$ cat src/rtl/swept_aabb_collision_defines.svh
// ----------------------------------------------------------------------------
// Swept box collision assertion macros
// Concurrent assertion helpers for the swept box collision block; empty
// when SYNTH is defined.
// ----------------------------------------------------------------------------
`ifndef SWEPT_AABB_COLLISION_DEFINES_SVH
`define SWEPT_AABB_COLLISION_DEFINES_SVH
`ifndef SYNTH
// same-cycle implication
`define SAC_ASSERT_IMP(lbl, ante, cons) \
  lbl: assert property (@(posedge clk) disable iff (rst) (ante) |-> (cons)) \
    else $error("sac assertion failed");
// implication after a fixed number of cycles
`define SAC_ASSERT_DLY(lbl, ante, n, cons) \
  lbl: assert property (@(posedge clk) disable iff (rst) (ante) |-> ##n (cons)) \
    else $error("sac latency assertion failed");
`else
`define SAC_ASSERT_IMP(lbl, ante, cons)
`define SAC_ASSERT_DLY(lbl, ante, n, cons)
`endif
`endif

$ cat src/rtl/sac_pkg.sv
// ----------------------------------------------------------------------------
// Swept box collision package
// Shared constants for the swept box collision pipeline and its divider.
// ----------------------------------------------------------------------------
package sac_pkg;

  // quotient bits produced by each divider (quotient below 2^18 when not saturated)
  localparam int DIV_QBITS = 18;
  // default quotient bits per divider stage
  localparam int DIV_STEP_DEF = 2;

  // time constants, signed Q6.15 held in 22 bits
  localparam logic signed [21:0] TIME_ONE = 22'sd32768;
  localparam logic signed [21:0] TIME_SAT = 22'sd65536;
  localparam logic signed [21:0] TIME_INF = 22'sd1048576;

  // pipeline words carried alongside the dividers
  typedef struct packed {
    logic               broad;
    logic signed [15:0] x;
    logic signed [15:0] y;
    logic signed [15:0] vx;
    logic signed [15:0] vy;
    logic               xin_neg;
    logic               yin_neg;
    logic [3:0]         neg;
    logic [3:0]         ovf;
  } side_t;

endpackage

$ cat src/rtl/sac_div.sv
// ----------------------------------------------------------------------------
// Pipelined restoring divider
// Produces an 18-bit quotient, STEP bits per register stage. The caller
// supplies the partial remainder already below the divisor.
// ----------------------------------------------------------------------------
module sac_div #(
  parameter int STEP = sac_pkg::DIV_STEP_DEF
) (
  input  logic                          clk,
  input  logic [15:0]                   rem_in,
  input  logic [sac_pkg::DIV_QBITS-1:0] num_in,
  input  logic [15:0]                   den_in,
  output logic [sac_pkg::DIV_QBITS-1:0] quo
);

  localparam int QB   = sac_pkg::DIV_QBITS;
  localparam int NSTG = QB / STEP;

  logic [15:0]   rem_r [NSTG];
  logic [QB-1:0] num_r [NSTG];
  logic [QB-1:0] quo_r [NSTG];
  logic [15:0]   den_r [NSTG];

  for (genvar k = 0; k < NSTG; k++) begin : g_stg
    logic [15:0]   rem_i;
    logic [QB-1:0] num_i;
    logic [QB-1:0] quo_i;
    logic [15:0]   den_i;
    logic [15:0]   rem_next;
    logic [QB-1:0] num_next;
    logic [QB-1:0] quo_next;

    if (k == 0) begin : g_first
      assign rem_i = rem_in;
      assign num_i = num_in;
      assign quo_i = '0;
      assign den_i = den_in;
    end else begin : g_rest
      assign rem_i = rem_r[k-1];
      assign num_i = num_r[k-1];
      assign quo_i = quo_r[k-1];
      assign den_i = den_r[k-1];
    end

    // STEP restoring steps
    always_comb begin
      logic [16:0] sh;
      logic        qb;
      rem_next = rem_i;
      num_next = num_i;
      quo_next = quo_i;
      for (int j = 0; j < STEP; j++) begin
        sh       = {rem_next, num_next[QB-1]};
        num_next = {num_next[QB-2:0], 1'b0};
        qb       = 1'b0;
        if (sh >= {1'b0, den_i}) begin
          sh = sh - {1'b0, den_i};
          qb = 1'b1;
        end
        rem_next = sh[15:0];
        quo_next = {quo_next[QB-2:0], qb};
      end
    end

    always_ff @(posedge clk) begin
      rem_r[k] <= rem_next;
      num_r[k] <= num_next;
      quo_r[k] <= quo_next;
      den_r[k] <= den_i;
    end
  end

  assign quo = quo_r[NSTG-1];

endmodule

$ cat config.mk
export PLATFORM = sky130hd
export DESIGN_NAME = sac_div
export DESIGN_NICKNAME = d
export VERILOG_FILES = /design/src/rtl/swept_aabb_collision_defines.svh /design/src/rtl/sac_pkg.sv /design/src/rtl/sac_div.sv
export SDC_FILE = /design/constraint.sdc
export NUM_CORES = 1
export LEC_CHECK = 0
export BUFFER_PORTS_ARGS = -buffer_cell sky130_fd_sc_hd__buf_2
export CORE_MARGIN = 1.5
export CORE_UTILIZATION = 57
export DETAILED_ROUTE_END_ITERATION = 6
export HOLD_SLACK_MARGIN = 0.03
export PLACE_DENSITY = 0.73
export SYNTH_ARGS = -nofsm -noshare
export SYNTH_HDL_FRONTEND = slang
export SYNTH_SLANG_ARGS = --single-unit
$ cat constraint.sdc
create_clock -name clk -period 5.8 [get_ports clk]
set_input_delay 0.58 -clock clk [delete_from_list [all_inputs] [get_ports clk]]
set_output_delay 0.58 -clock clk [all_outputs]
set_load 0.02 [all_outputs]
==> results of run 1 <==
metal layers:
layer  global-route usage  wire (um)  vias to the layer above
met1                0.314      25500                     9318
met2                0.514      31400                      487
li1                     -          -                     9795
met4                0.134       3110                        0
met5                    0          0                        -
met3               0.0352       2300                      176
cells in the final DEF (no fill, tap or decap), drive strengths merged, types with 8 or more instances in the layout:
cell type,Yosys,routed
dfxtp,418,418
ha,288,288
inv,240,246
mux2,184,184
a21oi,174,174
nor2,166,166
xnor2,134,134
nand2,127,127
o21ai,120,120
buf,11,96
a21o,66,66
xor2,62,62
nor3,61,61
o21a,59,59
clkbuf,21,54
nand3,46,46
nand4,38,38
a211oi,34,34
o21bai,32,32
nor2b,30,30
o211ai,25,25
o31ai,24,24
nand2b,23,23
a31oi,22,22
mux2i,21,21
o31a,17,17
fa,17,17
or2,16,16
or3,15,15
nor4,14,14
and3,14,14
clkinv,1,13
and2,12,12
a211o,11,11
a2111oi,9,9
a21boi,8,8
final cells by class:
class	instances	share of cell area
diodes	1	0.0000913
clock buffers	54	0.0441
clock inverters	28	0.0123
inverters	241	0.0331
multi-input cells	1960	0.558
flip-flops and latches	418	0.305
well taps	585	0.0267
repair buffers	96	0.0203
registers in the layout (all words and copies together), names as in the netlist:
signal	count
den_r	128
quo_r	90
num_r	72
rem_r	128
how the worst max path moves through the flow:
stage / start / to / depth (start not counted)
floorplan: den_r[0][40] / rem_r[0][56] / 20
global placement: den_r[0][17] / rem_r[0][39] / 19
detailed placement: den_r[0][17] / rem_r[0][39] / 19
CTS: den_r[0][17] / rem_r[0][40] / 19
global route: den_r[0][62] / rem_r[0][73] / 20
finish: den_r[0][17] / rem_r[0][39] / 20
per-stage QoR:
| step | hold slack, ps | worst slack, ps | cell area, um2 | utilization | std cells |
|---|---|---|---|---|---|
| 4_1_cts | 71.5 | 16.9 | 27400 | 0.638 | 3378 |
| 3_3_place_gp | 310 | 80.1 | 25800 | 0.602 | 3296 |
| 3_5_place_dp | 312 | 19.0 | 25800 | 0.602 | 3296 |
| 5_1_grt | 75.4 | 12.7 | 27400 | 0.639 | 3382 |
| 2_1_floorplan | 310 | 315 | 24700 | - | 2651 |
| 6_report | 99.9 | 212 | 27400 | 0.639 | 3383 |
kinds of logic (layout without fill, tap and decap cells):
group,count (synthesis),count (layout),synth area share
AO/OA/AOI/OAI,682,682,0.186
XOR/XNOR,196,196,0.0695
adder cells (fa/ha/maj),305,305,0.160
buffers and inverters,273,419,0.0421
flip-flops,418,418,0.339
multiplexers,205,205,0.0925
other,0,1,0
AND/OR/NAND/NOR,572,572,0.111
what timing repair did:
action,CTS,global route
setup endpoints to repair,0,47
setup buffers,0,3
gates resized for setup,0,9
==> PnR_summary.wiki, run 1 <==
{| class="wikitable"
! Metric !! Value
|-
| Period minus WS final || 5590 ps
|-
| CTS sink cnt || 418
|-
| Vias in the first global route || 19,700
|-
| NumNets Final || roughly 3,100
|-
| Measured slew at the worst slew-check pin || around 900 ps
|-
| Unique masters post-synth || just under 80
|-
| Crit path max fanout || 17
|-
| Max-cap violations || 0
|-
| Hold Startpoint || num_in[14]
|-
| Final total negative setup slack || 0 ps
|-
| Unrepaired setup endpoints after global routing || false
|-
| Number of hold violations in the final report || 0
|-
| Clock latency on the worst-skew pair || slightly below 600 ps
|-
| Number of synthesized flops with an enable pin || 0
|-
| Final-report setup violation count || 0
|-
| Fraction of registers with async set or reset after synthesis || 0
|-
| Starting density of the core || 0.576
|-
| Data required time of the worst path || 6270 ps
|-
| Delay-heaviest family, CP || compound AO/OA/AOI/OAI gates
|-
| Number of inserted filler cells in the final layout || between 3,000 and 4,000
|-
| Wire length per cell || 18.4 um
|-
| Type of the worst min-delay path || input pin to register
|-
| Largest net degree at the start of global routing || 22
|-
| Top cells by area, synth || sky130_fd_sc_hd__dfxtp_1, sky130_fd_sc_hd__ha_1, sky130_fd_sc_hd__mux2_2
|-
| Mapped Cells || 2,651
|-
| Critical path cell sequence || inv_1, ha_1, nand2b_1, a21oi_1, o31a_1, o311ai_1, nand2_1, o21ai_2, clkinvlp_4, buf_4, mux2_2, ha_1, nor3_1, o221ai_1, a31o_2, a21oi_1, o21ai_0, nor3b_2, buf_4, mux2_2
|-
| Number of nets produced by synthesis || 3,007
|-
| Total of hold buffers inserted after clock tree synthesis || 0
|-
| Number of iterations in the first detailed-routing pass || 5
|-
| Run status || finished, final reports clean
|-
| Port bufs || 68
|-
| Top-level I/O count || 69
|-
| Full die area || 0.0446 mm2
|-
| Worst Setup End Kind || register
|-
| Placeable core area || 0.0429 mm2
|-
| Routed vias/inst || 5.85
|-
| CTS tree || done
|-
| Number of antenna-violating nets in the routed design || 0
|-
| Worst slew margin || 0.391
|-
| Top_reg_cell synth || sky130_fd_sc_hd__dfxtp_1
|-
| Top achievable clock speed || 179 MHz
|-
| Max incr delay on CP || 510 ps
|-
| Clock skew || about 24 ps
|-
| Arrival time at the worst endpoint || between 6000 and 7000 ps
|-
| Final cycle utilization of the critical path || 0.963
|-
| WHS Path Cells || 1
|-
| Synthesis Warnings || 0
|-
| Routed wire length || 62,300 um
|-
| Wire length of the first global-routing pass || 98,800 um
|-
| Number of H-tree levels || 2
|-
| Maximum buffer depth of the clock tree || 3
|-
| CTS Root Buffer Type || sky130_fd_sc_hd__clkbuf_16
|-
| Synth area leader || sky130_fd_sc_hd__dfxtp_1
|-
| Fraction of final layout cells sized beyond drive strength 1 || 0.139
|-
| Die height || about 210 um
|-
| Post-detail-place hpwl || around 50,000 um
|-
| Launch point of the worst reg-to-reg path || den_r[0][17]
|-
| Number of buffers created by CTS || between 40 and 50
|-
| Startpoint type of the worst setup path || register
|-
| Area of the multi-input gates || ~0.015 mm2
|-
| Cell with the most instances after synthesis || sky130_fd_sc_hd__dfxtp_1
|-
| Number of buffer and inverter instances along the worst setup path || 4
|-
| Placement row count || 76
|-
| Gpl congestion || 0.988
|-
| Overall fraction of global-route tracks in use || 0.278
|-
| Commonest cells in the synthesized netlist || sky130_fd_sc_hd__dfxtp_1, sky130_fd_sc_hd__ha_1, sky130_fd_sc_hd__inv_1
|-
| Cell area after synthesis || 0.0247 mm2
|-
| Slowest CP cell || sky130_fd_sc_hd__dfxtp_1
|-
| Worst-case register-to-register setup slack || 210 ps
|-
| Fraction of post-synthesis cell area in the top cell type by area || 0.339
|-
| Portion of the post-synthesis area used by sequential elements || 0.339
|-
| Clock transition at the registers of the reported paths || 70 ps
|-
| Storage element area || 0.00837 mm2
|-
| Number of pins exceeding their max-slew limit in the final report || 0
|-
| X dimension of the die || between 200 and 250 um
|-
| Post-synthesis register bit count || 418
|-
| Total number of vias || 19,800
|-
| Signed area change from the synthesized netlist to the final layout || 11.1%
|-
| Worst R2R End || rem_r[0][39]
|-
| Number of antenna violations at the first check in global routing || 2
|-
| Number of design-rule violations left by the first detailed-router iteration || 1,190
|-
| Cells on worst reg2reg path || 20
|-
| DRC viols || 0
|-
| Total overflow reported by the global router || 0
|-
| Worst Hold End || num_r[0][14]
|-
| Mean instance size in the synthesized netlist || 9.31 um2
|-
| WS Path Type || register to register
|}
Power of run 1 is left out: the tool's default activity adds up to more than one toggle a clock period on the data nets, which glitch-free logic cannot reach.
==> run 2: changes to the inputs <==
Settings changed: GPL_TIMING_DRIVEN set to 0.
==> PnR_summary.wiki, run 2 (same netlist as run 1, synthesis figures left out) <==
{| class="wikitable"
! Metric !! Value
|-
| Data required time of the worst path || 6240 ps (was 6270 ps)
|-
| Full die area || 0.0446 mm2 (unchanged)
|-
| Worst-case register-to-register setup slack || 180 ps (was 210 ps)
|-
| Startpoint type of the worst setup path || register (unchanged)
|-
| Pre-CTS setup slack || -974 ps (was 19.0 ps)
|-
| NumNets Final || 3,127 (was 3,118)
|-
| Worst slack on hold paths || 102 ps (was 99.9 ps)
|-
| Final-report setup violation count || 0 (unchanged)
|-
| Number of iterations in the first detailed-routing pass || 5 (unchanged)
|-
| Final cycle utilization of the critical path || 0.969 (was 0.963)
|-
| Worst Setup End Kind || register (unchanged)
|-
| Gpl congestion || 0.924 (was 0.988)
|-
| Number of buffers created by CTS || 44 (was 45)
|-
| Commonest cells after routing, fill and taps aside || sky130_fd_sc_hd__dfxtp_1, sky130_fd_sc_hd__ha_1, sky130_fd_sc_hd__inv_1, sky130_fd_sc_hd__mux2_2, sky130_fd_sc_hd__a21oi_1 (unchanged)
|-
| Worst Setup EP || rem_r[0][61] (was rem_r[0][39])
|-
| WS Path Type || register to register (unchanged)
|-
| Leading cell type in the layout, fill and taps excluded || sky130_fd_sc_hd__dfxtp_1 (unchanged)
|-
| Cells on worst reg2reg path || 22 (was 20)
|-
| Worst slew margin || 0.351 (was 0.391)
|-
| Max-cap violations || 0 (unchanged)
|-
| Dpl cell area || 0.0258 mm2 (about the same)
|-
| Die height || 211 um (unchanged)
|-
| Type of the worst min-delay path || input pin to register (unchanged)
|-
| Worst R2R End || rem_r[0][61] (was rem_r[0][39])
|-
| Registers with the most flip-flops || den_r x128, rem_r x128, quo_r x90 (unchanged)
|-
| Crit path max fanout || 10 (was 17)
|-
| Number of antenna violations at the first check in global routing || 0 (was 2)
|-
| Routed vias/inst || 5.85 (about the same)
|-
| Wire length of the first global-routing pass || 100,000 um (was 98,800 um)
|-
| CTS sink cnt || 418 (unchanged)
|-
| CTS Root Buffer Type || sky130_fd_sc_hd__clkbuf_16 (unchanged)
|-
| Number of inserted diodes || 0 (was 1)
|-
| Largest net degree at the start of global routing || 17 (was 22)
|-
| Wire length per cell || 18.5 um (was 18.4 um)
|-
| Arrival time at the worst endpoint || 6070 ps (was 6050 ps)
|-
| Number of pins exceeding their max-slew limit in the final report || 0 (unchanged)
|-
| Top achievable clock speed || 178 MHz (was 179 MHz)
|-
| Number of H-tree levels || 2 (unchanged)
|-
| DRC viols || 0 (unchanged)
|-
| Measured slew at the worst slew-check pin || 960 ps (was 901 ps)
|-
| Final worst setup slack || 178 ps (was 212 ps)
|-
| Post-detail-place hpwl || 50,000 um (was 50,100 um)
|-
| Launch point of the worst reg-to-reg path || den_r[0][33] (was den_r[0][17])
|-
| Non-filler instance count after layout || 3,388 (was 3,383)
|-
| X dimension of the die || 211 um (unchanged)
|-
| Port bufs || 68 (unchanged)
|-
| Signed area change from the synthesized netlist to the final layout || 11.7% (was 11.1%)
|-
| Placeable core area || 0.0429 mm2 (unchanged)
|-
| Clock transition at the registers of the reported paths || 60 ps (was 70 ps)
|-
| Total overflow reported by the global router || 0 (unchanged)
|-
| CP startpoint || den_r[0][33] (was den_r[0][17])
|-
| Clock skew || 14.0 ps (was 24.1 ps)
|-
| Routed wire length || 62,500 um (was 62,300 um)
|-
| Total number of vias || 19,800 (about the same)
|-
| Run status || finished, final reports clean (unchanged)
|-
| Starting density of the core || 0.576 (unchanged)
|-
| Period minus WS final || 5620 ps (was 5590 ps)
|-
| Vias in the first global route || 19,900 (was 19,700)
|-
| Top-level I/O count || 69 (unchanged)
|-
| Placement row count || 76 (unchanged)
|-
| Clock latency on the worst-skew pair || 580 ps (about the same)
|-
| Maximum buffer depth of the clock tree || 3 (unchanged)
|-
| Overall fraction of global-route tracks in use || 0.281 (was 0.278)
|-
| Number of design-rule violations left by the first detailed-router iteration || 1,146 (was 1,190)
|-
| CTS tree || done (unchanged)
|-
| Fraction of final layout cells sized beyond drive strength 1 || 0.146 (was 0.139)
|-
| Number of antenna-violating nets in the routed design || 0 (unchanged)
|-
| Post-route cell area || 0.0276 mm2 (was 0.0274 mm2)
|-
| Number of placed instances, taps included || 3,304 (was 3,296)
|-
| Number of hold violations in the final report || 0 (unchanged)
|}
-- run 2: layout make-up --
| type | instances | area, um2 |
|---|---|---|
| Timing Repair Buffer | 78 | 419 |
| Clock inverter | 22 | 294 |
| Fill cell | 3590 | 15300 |
| Buffer | 28 | 161 |
| Sequential cell | 418 | 8370 |
| Tap cell | 585 | 732 |
| Inverter | 241 | 906 |
| Clock buffer | 56 | 1240 |
| Multi-Input combinational cell | 1960 | 15400 |
-- run 2: stage by stage --
step | utilization | setup TNS, ps
2_1_floorplan | - | 0
3_3_place_gp | 0.601 | -42930
3_5_place_dp | 0.601 | -44870
4_1_cts | 0.640 | 0
5_1_grt | 0.643 | -106
6_report | 0.643 | 0
-- run 2: worst max-delay path: stages (launching register included) --
cell and delay [ps]:
sky130_fd_sc_hd__dfxtp_1 420, sky130_fd_sc_hd__inv_1 180, sky130_fd_sc_hd__ha_1 340, sky130_fd_sc_hd__nor2b_1 170, sky130_fd_sc_hd__o31ai_2 230, sky130_fd_sc_hd__a211oi_2 160, sky130_fd_sc_hd__o31a_1 330, sky130_fd_sc_hd__a2111oi_4 350
sky130_fd_sc_hd__buf_4 200, sky130_fd_sc_hd__clkbuf_8 170, sky130_fd_sc_hd__nand2_1 70, sky130_fd_sc_hd__o21ai_2 120, sky130_fd_sc_hd__ha_1 300, sky130_fd_sc_hd__nor2b_1 150, sky130_fd_sc_hd__o211a_1 220, sky130_fd_sc_hd__a2111oi_1 410
sky130_fd_sc_hd__o31a_1 250, sky130_fd_sc_hd__o31ai_1 160, sky130_fd_sc_hd__o311a_1 350, sky130_fd_sc_hd__a2111oi_4 180, sky130_fd_sc_hd__buf_4 200, sky130_fd_sc_hd__buf_6 160, sky130_fd_sc_hd__mux2_1 360
-- run 2: timing repair --
item                                    in CTS  in global routing
pin swaps                                    5                  2
resized for setup                           26                 46
hold buffers                                 0                  0
hold endpoints to repair                     0                  0
endpoints found under the setup margin      89                113
buffers inserted                             7                  3
-- run 2: worst min path at each step --
stage	depth (start not counted)	end	from
after global placement	0	num_r[0][91]	num_r[0][73]
after global routing	1	num_r[0][4]	num_in[4]
after detailed placement	0	num_r[0][126]	num_r[0][108]
after floorplan	0	num_r[0][108]	num_r[0][90]
after CTS	1	num_r[0][5]	num_in[5]
final	1	num_r[0][5]	num_in[5]
-- run 2: per-layer routing --
metal / GRT usage / wire [um]
met5: 0 / 0
met4: 0.152 / 3700
met3: 0.0352 / 2490
met2: 0.514 / 31500
met1: 0.316 / 24900
Power of run 2 is left out for the same reason.
